===== config.mk =====
export PLATFORM = sky130hd
export DESIGN_NAME = tape_image_record_deframer
export DESIGN_NICKNAME = d
export VERILOG_FILES = /design/src/sv/trdf_pkg.sv /design/src/sv/trdf_parse.sv /design/src/sv/trdf_queue.sv /design/src/sv/tape_image_record_deframer.sv
export SDC_FILE = /design/constraint.sdc
export NUM_CORES = 1
export LEC_CHECK = 0
export BUFFER_PORTS_ARGS = -buffer_cell sky130_fd_sc_hd__buf_2
export CORE_AREA = 2 2 162 164
export CTS_CLUSTER_SIZE = 40
export DETAILED_ROUTE_END_ITERATION = 10
export DIE_AREA = 0 0 164 166
export PLACE_DENSITY = 0.82
export SETUP_SLACK_MARGIN = 0.2
export SYNTH_ARGS = -nofsm -noshare
export SYNTH_HDL_FRONTEND = slang
export SYNTH_HIERARCHICAL = 1
export SYNTH_SLANG_ARGS = --single-unit

===== constraint.sdc =====
create_clock -name clk -period 7.2 [get_ports clk]
set_clock_uncertainty 0.2 [all_clocks]
set_input_delay 1.08 -clock clk [delete_from_list [all_inputs] [get_ports clk]]
set_output_delay 1.08 -clock clk [all_outputs]
set_load 0.05 [all_outputs]

===== src/sv/trdf_pkg.sv =====
// Shared types and constants for the tape image record deframer.
`default_nettype none
package trdf_pkg;

  // Width of the payload byte counter; lengths above its range are too long
  localparam int LENGTH_BITS = 32;
  localparam int LEN_W       = 32;
  localparam logic [LEN_W:0] LEN_LIMIT = {{(LEN_W + 1 - LENGTH_BITS){1'b0}},
                                          {LENGTH_BITS{1'b1}}};

  // Result queue geometry
  localparam int QUEUE_DEPTH = 4;
  localparam int QPTR_W      = $clog2(QUEUE_DEPTH);
  localparam int QCNT_W      = $clog2(QUEUE_DEPTH + 1);

  // Configuration register indexes
  localparam logic CFG_PAD_ODD = 1'b0;
  localparam logic CFG_MAX_LEN = 1'b1;

  localparam logic [LEN_W-1:0] MAX_LEN_RESET = 32'd65535;

  typedef enum logic [2:0] {
    KIND_DATA    = 3'd0,
    KIND_DONE    = 3'd1,
    KIND_MARK    = 3'd2,
    KIND_TOOLONG = 3'd3,
    KIND_CORRUPT = 3'd4
  } kind_t;

  typedef struct packed {
    kind_t            kind;
    logic [7:0]       payload_byte;
    logic [LEN_W-1:0] record_length;
    logic             last_payload;
  } result_t;

endpackage
`default_nettype wire


===== src/sv/trdf_parse.sv =====
// Front part: accepts stream bytes, tracks record framing and classifies results.
`default_nettype none
module trdf_parse (
  input  wire logic                    clk,
  input  wire logic                    rst_n,
  input  wire logic                    cfg_wr_en,
  input  wire logic                    cfg_addr,
  input  wire logic [31:0]             cfg_wdata,
  input  wire logic                    byte_valid,
  input  wire logic [7:0]              byte_data,
  output      logic                    res_valid,
  output      trdf_pkg::result_t       res
);

  typedef enum logic [1:0] {
    PH_HEADER,
    PH_DATA,
    PH_PAD,
    PH_TRAILER
  } phase_t;

  phase_t                            phase_r, phase_nxt;
  logic [1:0]                        idx_r, idx_nxt;
  logic [trdf_pkg::LEN_W-1:0]        lead_r, lead_nxt;
  logic [trdf_pkg::LEN_W-1:0]        trail_r, trail_nxt;
  logic [trdf_pkg::LENGTH_BITS-1:0]  rem_r, rem_nxt;
  logic                              halted_r, halted_nxt;
  logic                              pad_odd_r;
  logic [trdf_pkg::LEN_W-1:0]        max_len_r;

  logic [trdf_pkg::LEN_W-1:0]        field_full;
  logic [trdf_pkg::LENGTH_BITS-1:0]  rem_dec;
  logic                              too_long;

  // Complete length field once its top byte arrives
  assign field_full = (phase_r == PH_HEADER) ? {byte_data, lead_r[23:0]}
                                             : {byte_data, trail_r[23:0]};
  assign rem_dec    = rem_r - {{(trdf_pkg::LENGTH_BITS-1){1'b0}}, 1'b1};
  assign too_long   = (field_full > max_len_r) ||
                      ({1'b0, field_full} > trdf_pkg::LEN_LIMIT);

  // Advance framing on each accepted byte
  always_comb begin
    phase_nxt  = phase_r;
    idx_nxt    = idx_r;
    lead_nxt   = lead_r;
    trail_nxt  = trail_r;
    rem_nxt    = rem_r;
    halted_nxt = halted_r;
    res_valid  = 1'b0;
    res        = '{kind: trdf_pkg::KIND_DATA, payload_byte: 8'd0,
                   record_length: '0, last_payload: 1'b0};
    if (byte_valid && !halted_r) begin
      unique case (phase_r)
        PH_HEADER: begin
          unique case (idx_r)
            2'd0: lead_nxt[7:0]   = byte_data;
            2'd1: lead_nxt[15:8]  = byte_data;
            2'd2: lead_nxt[23:16] = byte_data;
            2'd3: lead_nxt[31:24] = byte_data;
            default: lead_nxt = lead_r;
          endcase
          idx_nxt = idx_r + 2'd1;
          if (idx_r == 2'd3) begin
            if (field_full == '0) begin
              res_valid = 1'b1;
              res.kind  = trdf_pkg::KIND_MARK;
            end else if (too_long) begin
              halted_nxt        = 1'b1;
              res_valid         = 1'b1;
              res.kind          = trdf_pkg::KIND_TOOLONG;
              res.record_length = field_full;
            end else begin
              rem_nxt   = field_full[trdf_pkg::LENGTH_BITS-1:0];
              phase_nxt = PH_DATA;
            end
          end
        end
        PH_DATA: begin
          rem_nxt          = rem_dec;
          res_valid        = 1'b1;
          res.payload_byte = byte_data;
          if (rem_dec == '0) begin
            res.last_payload = 1'b1;
            idx_nxt          = 2'd0;
            phase_nxt        = (pad_odd_r && lead_r[0]) ? PH_PAD : PH_TRAILER;
          end
        end
        PH_PAD: begin
          idx_nxt   = 2'd0;
          phase_nxt = PH_TRAILER;
        end
        PH_TRAILER: begin
          unique case (idx_r)
            2'd0: trail_nxt[7:0]   = byte_data;
            2'd1: trail_nxt[15:8]  = byte_data;
            2'd2: trail_nxt[23:16] = byte_data;
            2'd3: trail_nxt[31:24] = byte_data;
            default: trail_nxt = trail_r;
          endcase
          idx_nxt = idx_r + 2'd1;
          if (idx_r == 2'd3) begin
            phase_nxt = PH_HEADER;
            res_valid = 1'b1;
            if (field_full != lead_r) begin
              halted_nxt = 1'b1;
              res.kind   = trdf_pkg::KIND_CORRUPT;
            end else begin
              res.kind          = trdf_pkg::KIND_DONE;
              res.record_length = lead_r;
            end
          end
        end
        default: begin
          phase_nxt = PH_HEADER;
          idx_nxt   = 2'd0;
        end
      endcase
    end
  end

  // Hold framing state and configuration
  always_ff @(posedge clk) begin
    if (!rst_n) begin
      phase_r   <= PH_HEADER;
      idx_r     <= 2'd0;
      lead_r    <= '0;
      trail_r   <= '0;
      rem_r     <= '0;
      halted_r  <= 1'b0;
      pad_odd_r <= 1'b0;
      max_len_r <= trdf_pkg::MAX_LEN_RESET;
    end else begin
      phase_r  <= phase_nxt;
      idx_r    <= idx_nxt;
      lead_r   <= lead_nxt;
      trail_r  <= trail_nxt;
      rem_r    <= rem_nxt;
      halted_r <= halted_nxt;
      if (cfg_wr_en) begin
        unique case (cfg_addr)
          trdf_pkg::CFG_PAD_ODD: pad_odd_r <= cfg_wdata[0];
          trdf_pkg::CFG_MAX_LEN: max_len_r <= cfg_wdata;
          default: ;
        endcase
      end
    end
  end

endmodule
`default_nettype wire


===== src/sv/trdf_queue.sv =====
// Back part: short result queue that drives the output channel.
`default_nettype none
module trdf_queue (
  input  wire logic                clk,
  input  wire logic                rst_n,
  input  wire logic                push,
  input  wire trdf_pkg::result_t   push_data,
  output      logic                full,
  output      logic                pop_valid,
  input  wire logic                pop_ready,
  output      trdf_pkg::result_t   pop_data
);

  trdf_pkg::result_t                 mem_r [trdf_pkg::QUEUE_DEPTH];
  logic [trdf_pkg::QPTR_W-1:0]       wr_ptr_r, wr_ptr_nxt;
  logic [trdf_pkg::QPTR_W-1:0]       rd_ptr_r, rd_ptr_nxt;
  logic [trdf_pkg::QCNT_W-1:0]       count_r, count_nxt;
  logic                              pop;

  assign full      = (count_r == trdf_pkg::QCNT_W'(trdf_pkg::QUEUE_DEPTH));
  assign pop_valid = (count_r != '0);
  assign pop       = pop_valid && pop_ready;
  assign pop_data  = mem_r[rd_ptr_r];

  // Advance pointers and occupancy
  always_comb begin
    wr_ptr_nxt = push ? wr_ptr_r + 1'b1 : wr_ptr_r;
    rd_ptr_nxt = pop  ? rd_ptr_r + 1'b1 : rd_ptr_r;
    count_nxt  = count_r;
    if (push && !pop) begin
      count_nxt = count_r + 1'b1;
    end else if (pop && !push) begin
      count_nxt = count_r - 1'b1;
    end
  end

  always_ff @(posedge clk) begin
    if (!rst_n) begin
      wr_ptr_r <= '0;
      rd_ptr_r <= '0;
      count_r  <= '0;
    end else begin
      wr_ptr_r <= wr_ptr_nxt;
      rd_ptr_r <= rd_ptr_nxt;
      count_r  <= count_nxt;
    end
  end

  // Store result items
  always_ff @(posedge clk) begin
    if (push) begin
      mem_r[wr_ptr_r] <= push_data;
    end
  end

endmodule
`default_nettype wire


===== src/sv/tape_image_record_deframer.sv =====
// Top level: tape image record deframer, byte stream in, framed result items out.
// Result items are registered into the result queue and offered on out_ in order.
// Throughput: one byte per cycle while the four-entry result queue is not full;
// the queue decouples the output side. in_tready drops only while the queue is full.
// Reset (rst_n low, synchronous): framing restarts at a header, the halt flag clears,
// registers return to pad off and maximum length 65535, and the queue empties.
`default_nettype none
module tape_image_record_deframer (
  input  wire logic        clk,
  input  wire logic        rst_n,
  input  wire logic        cfg_wr_en,
  input  wire logic        cfg_addr,
  input  wire logic [31:0] cfg_wdata,
  input  wire logic        in_tvalid,
  output      logic        in_tready,
  input  wire logic [7:0]  in_tdata,   // [7:0] in_byte
  output      logic        out_tvalid,
  input  wire logic        out_tready,
  output      logic [39:0] out_tdata,  // [7:0] payload_byte, [39:8] record_length
  output      logic [2:0]  out_tuser,  // [2:0] result_kind
  output      logic        out_tlast   // last_payload
);

  logic               q_full;
  logic               res_valid;
  trdf_pkg::result_t  res;
  trdf_pkg::result_t  head;

  assign in_tready = !q_full;

  // Parse accepted bytes
  trdf_parse u_parse (
    .clk        (clk),
    .rst_n      (rst_n),
    .cfg_wr_en  (cfg_wr_en),
    .cfg_addr   (cfg_addr),
    .cfg_wdata  (cfg_wdata),
    .byte_valid (in_tvalid && in_tready),
    .byte_data  (in_tdata),
    .res_valid  (res_valid),
    .res        (res)
  );

  // Queue results toward the output
  trdf_queue u_queue (
    .clk       (clk),
    .rst_n     (rst_n),
    .push      (res_valid),
    .push_data (res),
    .full      (q_full),
    .pop_valid (out_tvalid),
    .pop_ready (out_tready),
    .pop_data  (head)
  );

  assign out_tdata = {head.record_length, head.payload_byte};
  assign out_tuser = head.kind;
  assign out_tlast = head.last_payload;

endmodule
`default_nettype wire

==> impl_metrics.toml <==
[outcome]
run_status = "finished clean"

[job]
max_cap_viol_count = 0

[route]
post_drt_wl_per_cell_um = 23.12
vias = 11600
drt_pre_antenna_iters = 8
routed_wl_mm = 41.34
drc = 0
antenna_left = 0
drt_iter0_drc = 1482
post_drt_via_cell_ratio = 6.490

[critical_path]
crit_path_max_incr_delay_ns = 0.88
cp_cell_sequence = "inv_1, ha_1, buf_4, mux2_2, ha_1, nand4_1, nor4_1, a21boi_0, o311a_1, nor3_2, nor2_1, o21ai_0, a211oi_1, ha_1, inv_1, fa_1, xor2_1, or3_1, a21boi_0"
cpMostUsedCell = "ha_1"
cp_max_fo = 46
end_kind = "register"
rr_worst_depth = 19
criticalPathCategory = "reg2reg"
crit_family = "compound AO/OA/AOI/OAI gates"
r2r_end = "u_queue/count_r[2]"
cp_data_required_time_ns = 7.49
reg2reg_from = "u_parse/phase_r[0]"
worstSetupStartpointType = "register"
worstPathArrival_ns = 6.19
crit_buf_inv = 3
worst-r2r-setup-slack_ns = 1.30
cp_slowest_cell = "a211oi_1"

[timing]
finalCritPeriodShare_pct = 81.91
maxSlewHeadroom_pct = 31.11
finalMaxSlewViolations = 0
rsz0062_at_grt = "false"
fmax_mhz = 169.6
setup_viol = 0
setup-tns-final_ns = 0
layout_setup_ws_ns = 1.303
tightestPinTransition_ns = 1.027
hold_viol = 0
post-route-min-period_ns = 5.897

[placed_design]
placed_cell_area_mm2 = 0.01570
io_buffers = 91
dp.cells = 1734
dp_hpwl_mm = 28.00
place.gp.congestion = 1.023
dp_slack_ns = 1.468

[die]
initial_utilization_pct = 59.04
die_h_um = 166
die_x_um = 164
ios = 92
die-area_mm2 = 0.02722
coreArea_mm2 = 0.02562
rows = 59

[power]
ir_drop_uv = 213.8
power.leakage_nw = 6.116
p_per_area_mw_per_mm2 = 242.2

[grt]
grt_max_degree = 78
overflow = 0
grt_pass1_wl_mm = 63.94
grt_pass1_vias = 10910
antenna_found_initial = 0
grt_usage_pct = 30.45

[synthesis]
syn_area_per_cell_um2 = 10.93
syn_area_mm2 = 0.01512
ys.flop_type = "edfxtp_1"
synth.area.top_cells = "edfxtp_1 35%, dfxtp_1 18%, mux4_2 6.0%"
ys_seq_elements = 311
synth-edff-count = 176
synth-seq-area-share_pct = 52.82
synth_top_area_cell = "edfxtp_1"
synth_top_area_share_pct = 34.95
syn_nets = 1478
synthDistinctLibCells = 83
synthArstFlopShare_pct = 0
synth_cells = 1384
yosys_warnings = 6

[cells_and_area]
fillers = 1933
final_cells = 1788
drive_above_1_share_pct = 16.93
area_growth_syn_to_layout_pct = 9.547
stdcell_area_mm2 = 0.01657
nets = 1524
num_antenna_cells = 0
final_common_cell = "nand2_1"
final_cell_mix = "229 x nand2_1, 176 x edfxtp_1, 133 x dfxtp_1, 125 x a21oi_1, 91 x buf_2"

[cts]
cts.sinks = 311
clkTransAtPathRegs_ns = 0.06
post_cts_resized = 0
cts_root_buf = "clkbuf_16"
clock_latency_ns = 0.57
cts_hold_buf = 0
htreeDepth = 1
cts_setup_buffers = 0
cts_inserted_buffers = 29
cts_tree = "yes"
cts_buffer_depth = 3

[min_path]
holdPathEnd = "u_parse/max_len_r[21]"
whs_path_depth = 2
hold_path.startpoint = "u_parse/max_len_r[21]"
min_path_type = "reg2reg"
## metrics by stage
step,power [mW],hold slack [ns],utilization (%)
after global routing,4.127,0.2778,64.68
after floorplan,2.470,0.2363,-
after CTS,4.018,0.2575,64.68
after global placement,2.608,0.2438,61.29
after detailed placement,2.618,0.2492,61.29
final,4.013,0.2552,64.68
## logic make-up (layout without fill, tap and decap cells)
logic type,after synthesis,after routing,synth area share (%)
xor+xnor,39,39,2.259
mux,74,74,8.886
fa+ha+maj,48,48,4.021
compound gates,294,294,12.51
simple gates,471,471,15.09
flops,311,311,52.82
buf+inv,147,216,4.418
## where the power goes
group | internal, mW | switching, mW
Clock | 0.771 | 0.649
Sequential | 1.90 | 0.0489
Combinational | 0.216 | 0.428
## area by class of cell
| cell class | instances | area (um2) | share of cell area (%) |
|---|---|---|---|
| flip-flops and latches | 311 | 7990 | 48.23 |
| multi-input cells | 926 | 6480 | 39.11 |
| clock buffers | 44 | 802.0 | 4.841 |
| repair buffers | 108 | 608.1 | 3.670 |
| well taps | 335 | 419.2 | 2.530 |
| inverters | 54 | 202.7 | 1.223 |
| clock inverters | 10 | 65.06 | 0.3927 |
## worst max path at each step
stage,endpoint,cells past startpoint,slack [ns],startpoint
4_1_cts,u_queue/count_r[2],19,1.44,u_parse/phase_r[0]
6_report,u_queue/count_r[2],19,1.30,u_parse/phase_r[0]
3_5_place_dp,u_queue/count_r[2],19,1.47,u_parse/phase_r[0]
2_1_floorplan,u_queue/mem_r[0][0],17,1.45,u_parse/phase_r[0]
5_1_grt,u_queue/count_r[2],19,0.99,u_parse/phase_r[0]
3_3_place_gp,u_queue/count_r[2],19,1.61,u_parse/phase_r[0]
## worst min-delay path: cells and delay by family, from the launching register on
| kind | cells | cell delay [ns] |
|---|---|---|
| flip-flops | 1 | 0.31 |
| AND/OR/NAND/NOR | 1 | 0.05 |
| AO/OA/AOI/OAI | 1 | 0.05 |
## state kept, by name (all words and copies together), names as in the netlist, 2 cells and up, named ones only
register / cells
u_queue/mem_r: 176
u_parse/idx_r: 2
u_parse/max_len_r: 32
u_queue/wr_ptr_r: 2
u_parse/lead_r: 32
u_parse/trail_r: 24
u_parse/phase_r: 2
u_queue/rd_ptr_r: 2
u_queue/count_r: 3
u_parse/rem_r: 32
## synthesized netlist by cell type (7+ instances only)
master	instances
and2_1	12
o2111ai_1	9
mux4_2	40
nand3_1	30
or4_1	7
xnor2_1	31
ha_1	47
nor2_1	64
clkbuf_1	66
a22oi_1	29
edfxtp_1	176
inv_1	54
o211ai_1	22
o21ai_0	47
nand2b_1	7
nor2b_1	7
nor3_1	16
nor4_1	20
a21oi_1	125
xor2_1	8
nand2_1	229
dfxtp_1	135
or3_1	11
nand4_1	24
buf_2	10
and3_1	19
mux2_2	22
## per-layer routing
layer | up-vias | global-route usage (%) | share of wire, %
li1 | 5189 | - | -
met1 | 5552 | 42.52 | 39
met2 | 701 | 47.42 | 46
met3 | 162 | 4.695 | 8.5
met4 | 0 | 13.35 | 5.5
met5 | - | 0 | 0
(Power assumes the default switching activity.)
